===== config.mk =====
export PLATFORM = sky130hd
export DESIGN_NAME = two_button_debounce_autorepeat
export DESIGN_NICKNAME = d
export VERILOG_FILES = /design/src/hdl/tbd_pkg.sv /design/src/hdl/tbd_debounce.sv /design/src/hdl/tbd_event.sv /design/src/hdl/two_button_debounce_autorepeat.sv
export SDC_FILE = /design/constraint.sdc
export NUM_CORES = 1
export LEC_CHECK = 0
export BUFFER_PORTS_ARGS = -buffer_cell sky130_fd_sc_hd__buf_2
export CORE_MARGIN = 8
export CORE_UTILIZATION = 35
export DETAILED_ROUTE_END_ITERATION = 10
export GPL_TIMING_DRIVEN = 0
export PLACE_DENSITY_LB_ADDON = 0.08
export SETUP_SLACK_MARGIN = 0.4
export SKIP_CTS_REPAIR_TIMING = 1
export SLEW_MARGIN = 10
export SYNTH_ARGS = -nofsm -noshare
export SYNTH_HDL_FRONTEND = slang
export SYNTH_SLANG_ARGS = --single-unit

===== constraint.sdc =====
create_clock -name clk -period 5.4 [get_ports clk]
set_clock_uncertainty 0.2 [all_clocks]
set_input_delay 0 -clock clk [delete_from_list [all_inputs] [get_ports clk]]
set_output_delay 0 -clock clk [all_outputs]
set_load 0.02 [all_outputs]

===== src/hdl/tbd_pkg.sv =====
// ----------------------------------------------------------------------------
// tbd_pkg
// Shared types and constants of the two-button debouncer with auto-repeat.
// ----------------------------------------------------------------------------
package tbd_pkg;

  localparam int DEBOUNCE_WIDTH = 16;
  localparam int CFG_LONG_W     = 16;
  localparam int CFG_SHORT_W    = 8;
  localparam int CMP_W          = (DEBOUNCE_WIDTH > CFG_LONG_W) ? DEBOUNCE_WIDTH : CFG_LONG_W;
  localparam int CFG_INDEX_W    = 3;
  localparam int IN_DATA_W      = 16;
  localparam int OUT_DATA_W     = 8;

  localparam logic [CFG_INDEX_W-1:0] REG_PRESS_DEBOUNCE      = 3'd0;
  localparam logic [CFG_INDEX_W-1:0] REG_RELEASE_DEBOUNCE    = 3'd1;
  localparam logic [CFG_INDEX_W-1:0] REG_LONG_WAIT_TICKS     = 3'd2;
  localparam logic [CFG_INDEX_W-1:0] REG_FIRST_REPEAT_TICKS  = 3'd3;
  localparam logic [CFG_INDEX_W-1:0] REG_REPEATS_PER_SPEEDUP = 3'd4;
  localparam logic [CFG_INDEX_W-1:0] REG_REPEAT_STEP         = 3'd5;
  localparam logic [CFG_INDEX_W-1:0] REG_MIN_REPEAT_TICKS    = 3'd6;

  typedef enum logic [1:0] {
    CMD_SAMPLE  = 2'd0,
    CMD_CANCEL  = 2'd1,
    CMD_RESTART = 2'd2,
    CMD_UNUSED  = 2'd3
  } cmd_t;

  typedef enum logic [2:0] {
    EV_NONE     = 3'd0,
    EV_PRESSED  = 3'd1,
    EV_HOLD     = 3'd2,
    EV_LONG     = 3'd3,
    EV_REPEAT   = 3'd4,
    EV_RELEASED = 3'd5
  } event_t;

  typedef struct packed {
    logic [CFG_LONG_W-1:0]  press_debounce;
    logic [CFG_LONG_W-1:0]  release_debounce;
    logic [CFG_SHORT_W-1:0] long_wait_ticks;
    logic [CFG_SHORT_W-1:0] first_repeat_ticks;
    logic [CFG_SHORT_W-1:0] repeats_per_speedup;
    logic [CFG_SHORT_W-1:0] repeat_step;
    logic [CFG_SHORT_W-1:0] min_repeat_ticks;
  } cfg_t;

  typedef struct packed {
    logic sample;
    logic force_wait;
  } dbn_ctrl_t;

  typedef struct packed {
    logic rel;
    logic pressed;
  } dbn_stat_t;

  typedef struct packed {
    logic   kind_b;
    logic   kind_a;
    event_t event_res;
  } result_t;

endpackage


===== src/hdl/tbd_debounce.sv =====
// ----------------------------------------------------------------------------
// tbd_debounce
// Debounce state of one active-low button: mode and saturating sample counter.
// ----------------------------------------------------------------------------
module tbd_debounce (
  input  logic                       clk,
  input  logic                       rst_n,
  input  logic                       fire,
  input  logic                       level,
  input  tbd_pkg::cfg_t              cfg,
  input  tbd_pkg::dbn_ctrl_t         ctrl,
  output tbd_pkg::dbn_stat_t         stat
);
  import tbd_pkg::*;

  typedef enum logic [1:0] {
    MODE_IDLE    = 2'd0,
    MODE_PRESSED = 2'd1,
    MODE_WAIT    = 2'd2
  } mode_t;

  localparam logic [DEBOUNCE_WIDTH-1:0] CNT_MAX = '1;

  mode_t                     mode_r;
  mode_t                     mode_nxt;
  mode_t                     mode_dbn;
  logic [DEBOUNCE_WIDTH-1:0] count_r;
  logic [DEBOUNCE_WIDTH-1:0] count_nxt;
  logic [DEBOUNCE_WIDTH-1:0] count_dbn;
  logic [DEBOUNCE_WIDTH-1:0] count_inc;
  logic [CFG_LONG_W-1:0]     thr;
  logic                      hit;
  logic                      rel;

  always_comb begin
    count_inc = (count_r == CNT_MAX) ? count_r : count_r + 1'b1;
    thr       = level ? cfg.release_debounce : cfg.press_debounce;
    hit       = (CMP_W'(count_inc) >= CMP_W'(thr)) || (count_inc == CNT_MAX);
    mode_dbn  = mode_r;
    count_dbn = count_r;
    rel       = 1'b0;
    if (ctrl.sample) begin
      if (level) begin
        if (mode_r != MODE_IDLE) begin
          if (hit) begin
            rel       = (mode_r == MODE_PRESSED);
            mode_dbn  = MODE_IDLE;
            count_dbn = '0;
          end else begin
            count_dbn = count_inc;
          end
        end else begin
          count_dbn = '0;
        end
      end else begin
        if (mode_r == MODE_IDLE) begin
          if (hit) begin
            mode_dbn  = MODE_PRESSED;
            count_dbn = '0;
          end else begin
            count_dbn = count_inc;
          end
        end else begin
          count_dbn = '0;
        end
      end
    end
    stat.rel     = rel;
    stat.pressed = (mode_dbn == MODE_PRESSED);
    mode_nxt     = (ctrl.force_wait && mode_dbn == MODE_PRESSED) ? MODE_WAIT : mode_dbn;
    count_nxt    = count_dbn;
  end

  always_ff @(posedge clk) begin
    if (!rst_n) begin
      mode_r  <= MODE_IDLE;
      count_r <= '0;
    end else if (fire) begin
      mode_r  <= mode_nxt;
      count_r <= count_nxt;
    end
  end

endmodule


===== src/hdl/tbd_event.sv =====
// ----------------------------------------------------------------------------
// tbd_event
// Combination tracking, long press timing and accelerating auto-repeat.
// ----------------------------------------------------------------------------
module tbd_event (
  input  logic                         clk,
  input  logic                         rst_n,
  input  logic                         fire,
  input  tbd_pkg::cmd_t                cmd,
  input  logic [7:0]                   tick,
  input  tbd_pkg::cfg_t                cfg,
  input  tbd_pkg::dbn_stat_t           stat_a,
  input  tbd_pkg::dbn_stat_t           stat_b,
  output tbd_pkg::dbn_ctrl_t           ctrl_a,
  output tbd_pkg::dbn_ctrl_t           ctrl_b,
  output tbd_pkg::result_t             res
);
  import tbd_pkg::*;

  logic [1:0] last_r, last_nxt;
  logic [7:0] wait_left_r, wait_left_nxt;
  logic [7:0] period_r, period_nxt;
  logic       repeating_r, repeating_nxt;
  logic [7:0] repeats_left_r, repeats_left_nxt;
  logic [7:0] seen_tick_r, seen_tick_nxt;
  logic [1:0] kind;
  logic [1:0] kind_out;
  logic [7:0] shrunk;
  event_t     ev;
  logic       sample;

  always_comb begin
    last_nxt         = last_r;
    wait_left_nxt    = wait_left_r;
    period_nxt       = period_r;
    repeating_nxt    = repeating_r;
    repeats_left_nxt = repeats_left_r;
    seen_tick_nxt    = seen_tick_r;
    ev               = EV_NONE;
    kind_out         = 2'b00;
    sample           = 1'b0;
    ctrl_a.force_wait = 1'b0;
    ctrl_b.force_wait = 1'b0;
    kind   = {stat_b.pressed, stat_a.pressed};
    shrunk = (period_r > cfg.repeat_step) ? period_r - cfg.repeat_step : 8'd0;
    if (shrunk < cfg.min_repeat_ticks) begin
      shrunk = cfg.min_repeat_ticks;
    end
    case (cmd)
      CMD_SAMPLE: begin
        sample = 1'b1;
        if (stat_a.rel || stat_b.rel) begin
          ev                = EV_RELEASED;
          kind_out          = last_r;
          ctrl_a.force_wait = last_r[0];
          ctrl_b.force_wait = last_r[1];
          last_nxt          = 2'b00;
        end else if (kind == 2'b00) begin
          last_nxt = 2'b00;
        end else if (kind != last_r) begin
          ev            = EV_PRESSED;
          kind_out      = kind;
          last_nxt      = kind;
          repeating_nxt = 1'b0;
          wait_left_nxt = cfg.long_wait_ticks;
        end else if (seen_tick_r == tick) begin
          ev       = EV_HOLD;
          kind_out = kind;
        end else begin
          kind_out      = kind;
          seen_tick_nxt = tick;
          if (wait_left_r != 8'd0) begin
            ev            = EV_HOLD;
            wait_left_nxt = wait_left_r - 8'd1;
          end else if (!repeating_r) begin
            ev               = EV_LONG;
            repeating_nxt    = 1'b1;
            period_nxt       = cfg.first_repeat_ticks;
            wait_left_nxt    = cfg.first_repeat_ticks;
            repeats_left_nxt = cfg.repeats_per_speedup;
          end else begin
            ev = EV_REPEAT;
            if (repeats_left_r != 8'd0) begin
              repeats_left_nxt = repeats_left_r - 8'd1;
              wait_left_nxt    = period_r;
            end else begin
              period_nxt       = shrunk;
              repeats_left_nxt = cfg.repeats_per_speedup;
              wait_left_nxt    = shrunk;
            end
          end
        end
      end
      CMD_CANCEL: begin
        ctrl_a.force_wait = 1'b1;
        ctrl_b.force_wait = 1'b1;
      end
      CMD_RESTART: begin
        if (last_r != 2'b00 && repeating_r) begin
          period_nxt       = cfg.first_repeat_ticks;
          wait_left_nxt    = cfg.first_repeat_ticks;
          repeats_left_nxt = cfg.repeats_per_speedup;
        end
      end
      default: begin
      end
    endcase
    ctrl_a.sample = sample;
    ctrl_b.sample = sample;
    res.event_res = ev;
    res.kind_a    = kind_out[0];
    res.kind_b    = kind_out[1];
  end

  always_ff @(posedge clk) begin
    if (!rst_n) begin
      last_r         <= 2'b00;
      wait_left_r    <= 8'd0;
      period_r       <= 8'd0;
      repeating_r    <= 1'b0;
      repeats_left_r <= 8'd0;
      seen_tick_r    <= 8'd0;
    end else if (fire) begin
      last_r         <= last_nxt;
      wait_left_r    <= wait_left_nxt;
      period_r       <= period_nxt;
      repeating_r    <= repeating_nxt;
      repeats_left_r <= repeats_left_nxt;
      seen_tick_r    <= seen_tick_nxt;
    end
  end

endmodule


===== src/hdl/two_button_debounce_autorepeat.sv =====
// ----------------------------------------------------------------------------
// two_button_debounce_autorepeat
// Debounces two active-low buttons and reports press, hold, long press,
// accelerating auto-repeat and release of the pressed combination.
//
// The in_ channel takes one word per polling step: a command (sample pins,
// cancel held buttons, restart repeat acceleration), both raw pin levels and
// the current value of a free-running slow tick counter. Every input word
// gives exactly one result word on the out_ channel: an event code and the
// two buttons of the reported combination. Registers are to be written
// through the cfg_ port only while no word is in flight; the block does not
// enforce this. A word goes through an input register, one pass of debounce
// and event logic, and a result register, which drives out_tvalid. One word
// per cycle is sustained while out_tready stays high; the limit is the
// single state update per word in the debounce and event logic.
// Synchronous reset clears all button state and loads the register defaults.
// When the receiver holds out_tready low, the result stays in its register,
// one more word is held in the input register, and in_tready then drops.
// ----------------------------------------------------------------------------
module two_button_debounce_autorepeat (
  input  logic                              clk,
  input  logic                              rst_n,
  input  logic                              in_tvalid,
  output logic                              in_tready,
  // command[1:0], pin_a[2], pin_b[3], tick_count[11:4], zero fill
  input  logic [tbd_pkg::IN_DATA_W-1:0]     in_tdata,
  output logic                              out_tvalid,
  input  logic                              out_tready,
  // event_res[2:0], kind_a[3], kind_b[4], zero fill
  output logic [tbd_pkg::OUT_DATA_W-1:0]    out_tdata,
  input  logic                              cfg_we,
  input  logic [tbd_pkg::CFG_INDEX_W-1:0]   cfg_index,
  input  logic [tbd_pkg::CFG_LONG_W-1:0]    cfg_data
);
  import tbd_pkg::*;

  cfg_t       cfg_r;
  logic       in_valid_r;
  cmd_t       in_cmd_r;
  logic       in_pin_a_r;
  logic       in_pin_b_r;
  logic [7:0] in_tick_r;
  logic       out_valid_r;
  result_t    out_res_r;
  logic       fire;
  dbn_ctrl_t  ctrl_a;
  dbn_ctrl_t  ctrl_b;
  dbn_stat_t  stat_a;
  dbn_stat_t  stat_b;
  result_t    res;

  assign fire      = in_valid_r && (!out_valid_r || out_tready);
  assign in_tready = !in_valid_r || fire;

  always_ff @(posedge clk) begin
    if (!rst_n) begin
      cfg_r.press_debounce      <= 16'd20;
      cfg_r.release_debounce    <= 16'd20;
      cfg_r.long_wait_ticks     <= 8'd50;
      cfg_r.first_repeat_ticks  <= 8'd20;
      cfg_r.repeats_per_speedup <= 8'd4;
      cfg_r.repeat_step         <= 8'd2;
      cfg_r.min_repeat_ticks    <= 8'd2;
    end else if (cfg_we) begin
      unique case (cfg_index)
        REG_PRESS_DEBOUNCE:      cfg_r.press_debounce      <= cfg_data;
        REG_RELEASE_DEBOUNCE:    cfg_r.release_debounce    <= cfg_data;
        REG_LONG_WAIT_TICKS:     cfg_r.long_wait_ticks     <= cfg_data[7:0];
        REG_FIRST_REPEAT_TICKS:  cfg_r.first_repeat_ticks  <= cfg_data[7:0];
        REG_REPEATS_PER_SPEEDUP: cfg_r.repeats_per_speedup <= cfg_data[7:0];
        REG_REPEAT_STEP:         cfg_r.repeat_step         <= cfg_data[7:0];
        REG_MIN_REPEAT_TICKS:    cfg_r.min_repeat_ticks    <= cfg_data[7:0];
        default: begin
        end
      endcase
    end
  end

  always_ff @(posedge clk) begin
    if (!rst_n) begin
      in_valid_r <= 1'b0;
    end else if (in_tready) begin
      in_valid_r <= in_tvalid;
    end
  end

  always_ff @(posedge clk) begin
    if (in_tready && in_tvalid) begin
      in_cmd_r   <= cmd_t'(in_tdata[1:0]);
      in_pin_a_r <= in_tdata[2];
      in_pin_b_r <= in_tdata[3];
      in_tick_r  <= in_tdata[11:4];
    end
  end

  tbd_debounce u_dbn_a (
    .clk   (clk),
    .rst_n (rst_n),
    .fire  (fire),
    .level (in_pin_a_r),
    .cfg   (cfg_r),
    .ctrl  (ctrl_a),
    .stat  (stat_a)
  );

  tbd_debounce u_dbn_b (
    .clk   (clk),
    .rst_n (rst_n),
    .fire  (fire),
    .level (in_pin_b_r),
    .cfg   (cfg_r),
    .ctrl  (ctrl_b),
    .stat  (stat_b)
  );

  tbd_event u_event (
    .clk    (clk),
    .rst_n  (rst_n),
    .fire   (fire),
    .cmd    (in_cmd_r),
    .tick   (in_tick_r),
    .cfg    (cfg_r),
    .stat_a (stat_a),
    .stat_b (stat_b),
    .ctrl_a (ctrl_a),
    .ctrl_b (ctrl_b),
    .res    (res)
  );

  always_ff @(posedge clk) begin
    if (!rst_n) begin
      out_valid_r <= 1'b0;
    end else if (fire) begin
      out_valid_r <= 1'b1;
    end else if (out_tready) begin
      out_valid_r <= 1'b0;
    end
  end

  always_ff @(posedge clk) begin
    if (fire) begin
      out_res_r <= res;
    end
  end

  assign out_tvalid = out_valid_r;
  assign out_tdata  = {3'b000, out_res_r.kind_b, out_res_r.kind_a, out_res_r.event_res};

endmodule

==> summary.txt <==
Floorplanning
  – Initial Util: 0.356
  – Core Region: 27900 µm²
  – Die W: 184 µm
  – Die Ht: 184 µm
  – Die Area: 34000 µm²
  – IO Pins: 50
  – Site Rows: 61

Power
  – Clk pwr share: 0.446
  – Internal: approximately 2.1 mW
  – Cell Pwr Density: 236 nW/µm²
  – Peak supply drop: 0.189 mV
  – Leakage: 4.81 nW
  – Combinational power share: 0.119
  – Flop pwr share: 0.436
  – Pwr Total: 2.88 mW
  – Switching Share: 0.270
  – Switching pwr: 777 µW

Placement
  – HPWL after detailed placement: 23200 µm
  – IO buf count: 42
  – Pre-CTS setup slack: -0.339 ns
  – Gp weighted congestion: 0.820

Clock network
  – H-tree Lvls: 4
  – CTS tree: done
  – Clock Tree Buf Depth: 2
  – Reg clk slew, reported paths: ~0.070 ns
  – CTS sink cnt: 162
  – Clk Latency, worst-skew pair: 0.44 ns
  – Cts bufs inserted: 17
  – Root Buffer: clkbuf_16

Timing
  – # setup viols final: 0
  – Crit share post-route: 0.892
  – Fin. max-slew vios: 0
  – Tightest Pin Transition: 0.876 ns
  – RSZ-0062 raised after global routing: no
  – Max_slew headroom: 0.412
  – Post-route minimum period: approximately 4.8 ns
  – Final hold viol count: 0
  – Fmax: 0.208 GHz
  – Final WS setup: roughly 0.58 ns

Routing
  – Post-route ant nets: 0
  – Total number of vias: 9276
  – Drt initial violations: 657
  – Vias per cell: around 5.3
  – Total Routed Length: 31800 µm
  – First-pass detailed-route iteration total: 5
  – Post-route DRC: 0
  – WL/cell: 18.1 µm

Global route
  – Largest net degree at the start of global routing: 17
  – Initial antenna violation count: 0
  – Vias in the first global route: 8573
  – Tot GR Track Use: 0.188
  – Overflow after GRT: 0
  – First-pass GRT wire length: 49800 µm

Setup path
  – Worst path buffer plus inverter count: 3
  – Worst path cell trace: ha_1 -> buf_4 -> nand4_4 -> nor4_4 -> buf_4 -> or3_4 -> xnor2_4 -> ha_4 -> nand4_1 -> o21ai_2 -> nor4_2 -> o21ai_1 -> a221oi_2 -> o31ai_4 -> nand2_4 -> mux2_4 -> mux2_4 -> o311a_4 -> buf_8 -> o211ai_2 -> o31ai_2
  – CP Capture Type: flip-flop
  – Crit start category: flip-flop
  – CP required: 5.51 ns
  – Critical path's slowest cell: o311a_4
  – CP top delay family: compound AO/OA/AOI/OAI gates
  – Critical path class: reg2reg
  – CP Data Arrival Time: 4.93 ns
  – Max incr delay on CP: 0.39 ns
  – CP Max Fanout: 10

Synthesis
  – Cells after synthesis: 1231
  – Post-synth EDFFs: 17
  – Mean Syn Cell Area: a little over 8 µm²
  – Synthesis warning total: 0
  – Post-synthesis sequential area ratio: 0.344
  – Asr flop ratio synth: 0
  – Synth cell types: 84
  – Commonest register cell after synthesis: dfxtp_1
  – Mapped Area: 9910 µm²
  – #FFs+latches synth: around 160

Job
  – Max Cap Viol: 0

Layout
  – Share of cells above drive strength 1: 0.169
  – Final Util: 0.438
  – Layout Nets: 1463
  – N_diodes: 0
  – FILL cells: 2813
  – Area grow syn2layout: 23.0%

Outcome
  – Status: finished clean

Worst hold path
  – HP Class: in2reg
## stage by stage
step	cells	hold WS (ns)	instance area, µm²	TNS, ns
finish	1761	0.0627	12200	0
global route	1761	0.0530	12200	0
CTS	1685	-0.485	11200	-10.10
detailed placement	1653	-0.0213	10600	-7.99
global placement	1653	-0.0237	10600	-7.84
floorplan	1233	-0.101	9920	0
## cell usage after synthesis, types with 5 or more instances
| library cell | instances | share of area |
|---|---|---|
| a21o_1 | 12 | 0.0091 |
| a21oi_1 | 134 | 0.068 |
| dfxtp_1 | 145 | 0.29 |
| nor2b_1 | 15 | 0.0095 |
| xnor2_1 | 21 | 0.019 |
| mux2_2 | 11 | 0.012 |
| nor3_1 | 21 | 0.011 |
| a222oi_1 | 6 | 0.0061 |
| nand2_1 | 221 | 0.084 |
| edfxtp_1 | 17 | 0.052 |
| xor2_1 | 12 | 0.011 |
| ha_1 | 52 | 0.066 |
| nand2b_1 | 15 | 0.0095 |
| buf_2 | 13 | 0.0066 |
| o31ai_1 | 7 | 0.0053 |
| o21ai_0 | 32 | 0.016 |
| nor4_1 | 8 | 0.0051 |
| inv_1 | 44 | 0.017 |
| o21a_1 | 5 | 0.0038 |
| nor2_1 | 106 | 0.040 |
| and3_1 | 11 | 0.0069 |
| a31oi_1 | 6 | 0.0038 |
| nand3_1 | 49 | 0.025 |
| o211ai_1 | 11 | 0.0083 |
| o22ai_1 | 7 | 0.0044 |
| nand4_1 | 23 | 0.015 |
| clkbuf_1 | 38 | 0.014 |
| buf_4 | 10 | 0.0076 |
| a22oi_1 | 20 | 0.015 |
| a211oi_1 | 14 | 0.011 |
| a211o_1 | 9 | 0.0080 |
| mux2i_1 | 45 | 0.045 |
## power groups by stage
stage,Clock (mW),Sequential [mW],Combinational [mW]
after floorplan,0,1.28,0.185
after global placement,0,1.28,0.282
after detailed placement,0,1.28,0.281
after CTS,1.30,1.25,0.282
after global routing,1.35,1.25,0.375
final,1.28,1.25,0.342
## flip-flops by register name, indices dropped and copies added (netlist names), 2 cells and up
| signal | cells |
|---|---|
| cfg_r | 72 |
| in_cmd_r | 2 |
| in_tick_r | 8 |
| out_tdata | 5 |
| u_dbn_a.count_r | 16 |
| u_dbn_a.mode_r | 2 |
| u_dbn_b.count_r | 16 |
| u_dbn_b.mode_r | 2 |
| u_event.last_r | 2 |
| u_event.period_r | 8 |
| u_event.repeats_left_r | 8 |
| u_event.seen_tick_r | 8 |
| u_event.wait_left_r | 8 |
## cell type report
class	instances	area (µm²)	share of cell area
sequential	162	3430	0.281
timing repair buffer	118	883	0.0724
inverter	45	169	0.0139
clock inverter	12	141	0.0116
buffer	66	345	0.0283
tap	378	473	0.0388
clock buffer	20	457	0.0375
multi-input combinational	960	6290	0.516
## layout by cell type, fill, tap and decap left out, drive strengths merged, types with 4 or more instances in the layout
master	instances
nand2	224
dfxtp	145
a21oi	134
nor2	107
buf	103
clkbuf	63
inv	53
ha	52
nand3	51
mux2i	45
dlygate4sd3	38
o21ai	35
nand4	27
nor3	23
xnor2	22
a22oi	20
edfxtp	17
nor2b	15
nand2b	15
mux2	14
a211oi	14
o211ai	13
nor4	13
a21o	12
and3	12
xor2	12
o31ai	10
a211o	9
o22ai	7
a31oi	6
a222oi	6
o21a	6
and4	5
a221oi	4
nor3b	4
a21boi	4
## worst paths after layout
path | start | endpoint | slack, ns | depth (start not counted)
worst max-delay path | u_dbn_b.count_r[1]$_SDFFE_PN0P_ | u_event.wait_left_r[1]$_SDFFE_PN0P_ | 0.58 | 21
worst min-delay path | in_tdata[9] | in_tick_r[5]$_DFFE_PP_ | 0.06 | 2
worst max register to register | u_dbn_b.count_r[1]$_SDFFE_PN0P_ | u_event.wait_left_r[1]$_SDFFE_PN0P_ | 0.58 | 21
worst min register to register | cfg_r[32]$_SDFFE_PN0P_ | cfg_r[32]$_SDFFE_PN0P_ | 0.26 | 2
## kinds of logic (layout without fill, tap and decap cells)
kind of cell / Yosys count / after routing / synth area share
other: 1 / 3 / 0.000378
muxes: 59 / 59 / 0.0625
xor gates and xnor gates: 34 / 34 / 0.0308
DFF: 162 / 162 / 0.344
and+or+nand+nor: 509 / 509 / 0.248
adders and majority gates: 53 / 53 / 0.0677
AOI/OAI and AO/OA: 302 / 302 / 0.198
buffers and inverters: 111 / 261 / 0.0482
## metal layers
| layer | vias up | track usage | wire (µm) |
|---|---|---|---|
| li1 | 4671 | - | - |
| met1 | 4377 | 0.285 | 16500 |
| met2 | 209 | 0.272 | 13700 |
| met3 | 19 | 0.0303 | 1300 |
| met4 | 0 | 0.0400 | 306 |
| met5 | - | 0 | 0 |
Note: power is estimated with default switching activity, not from simulation.
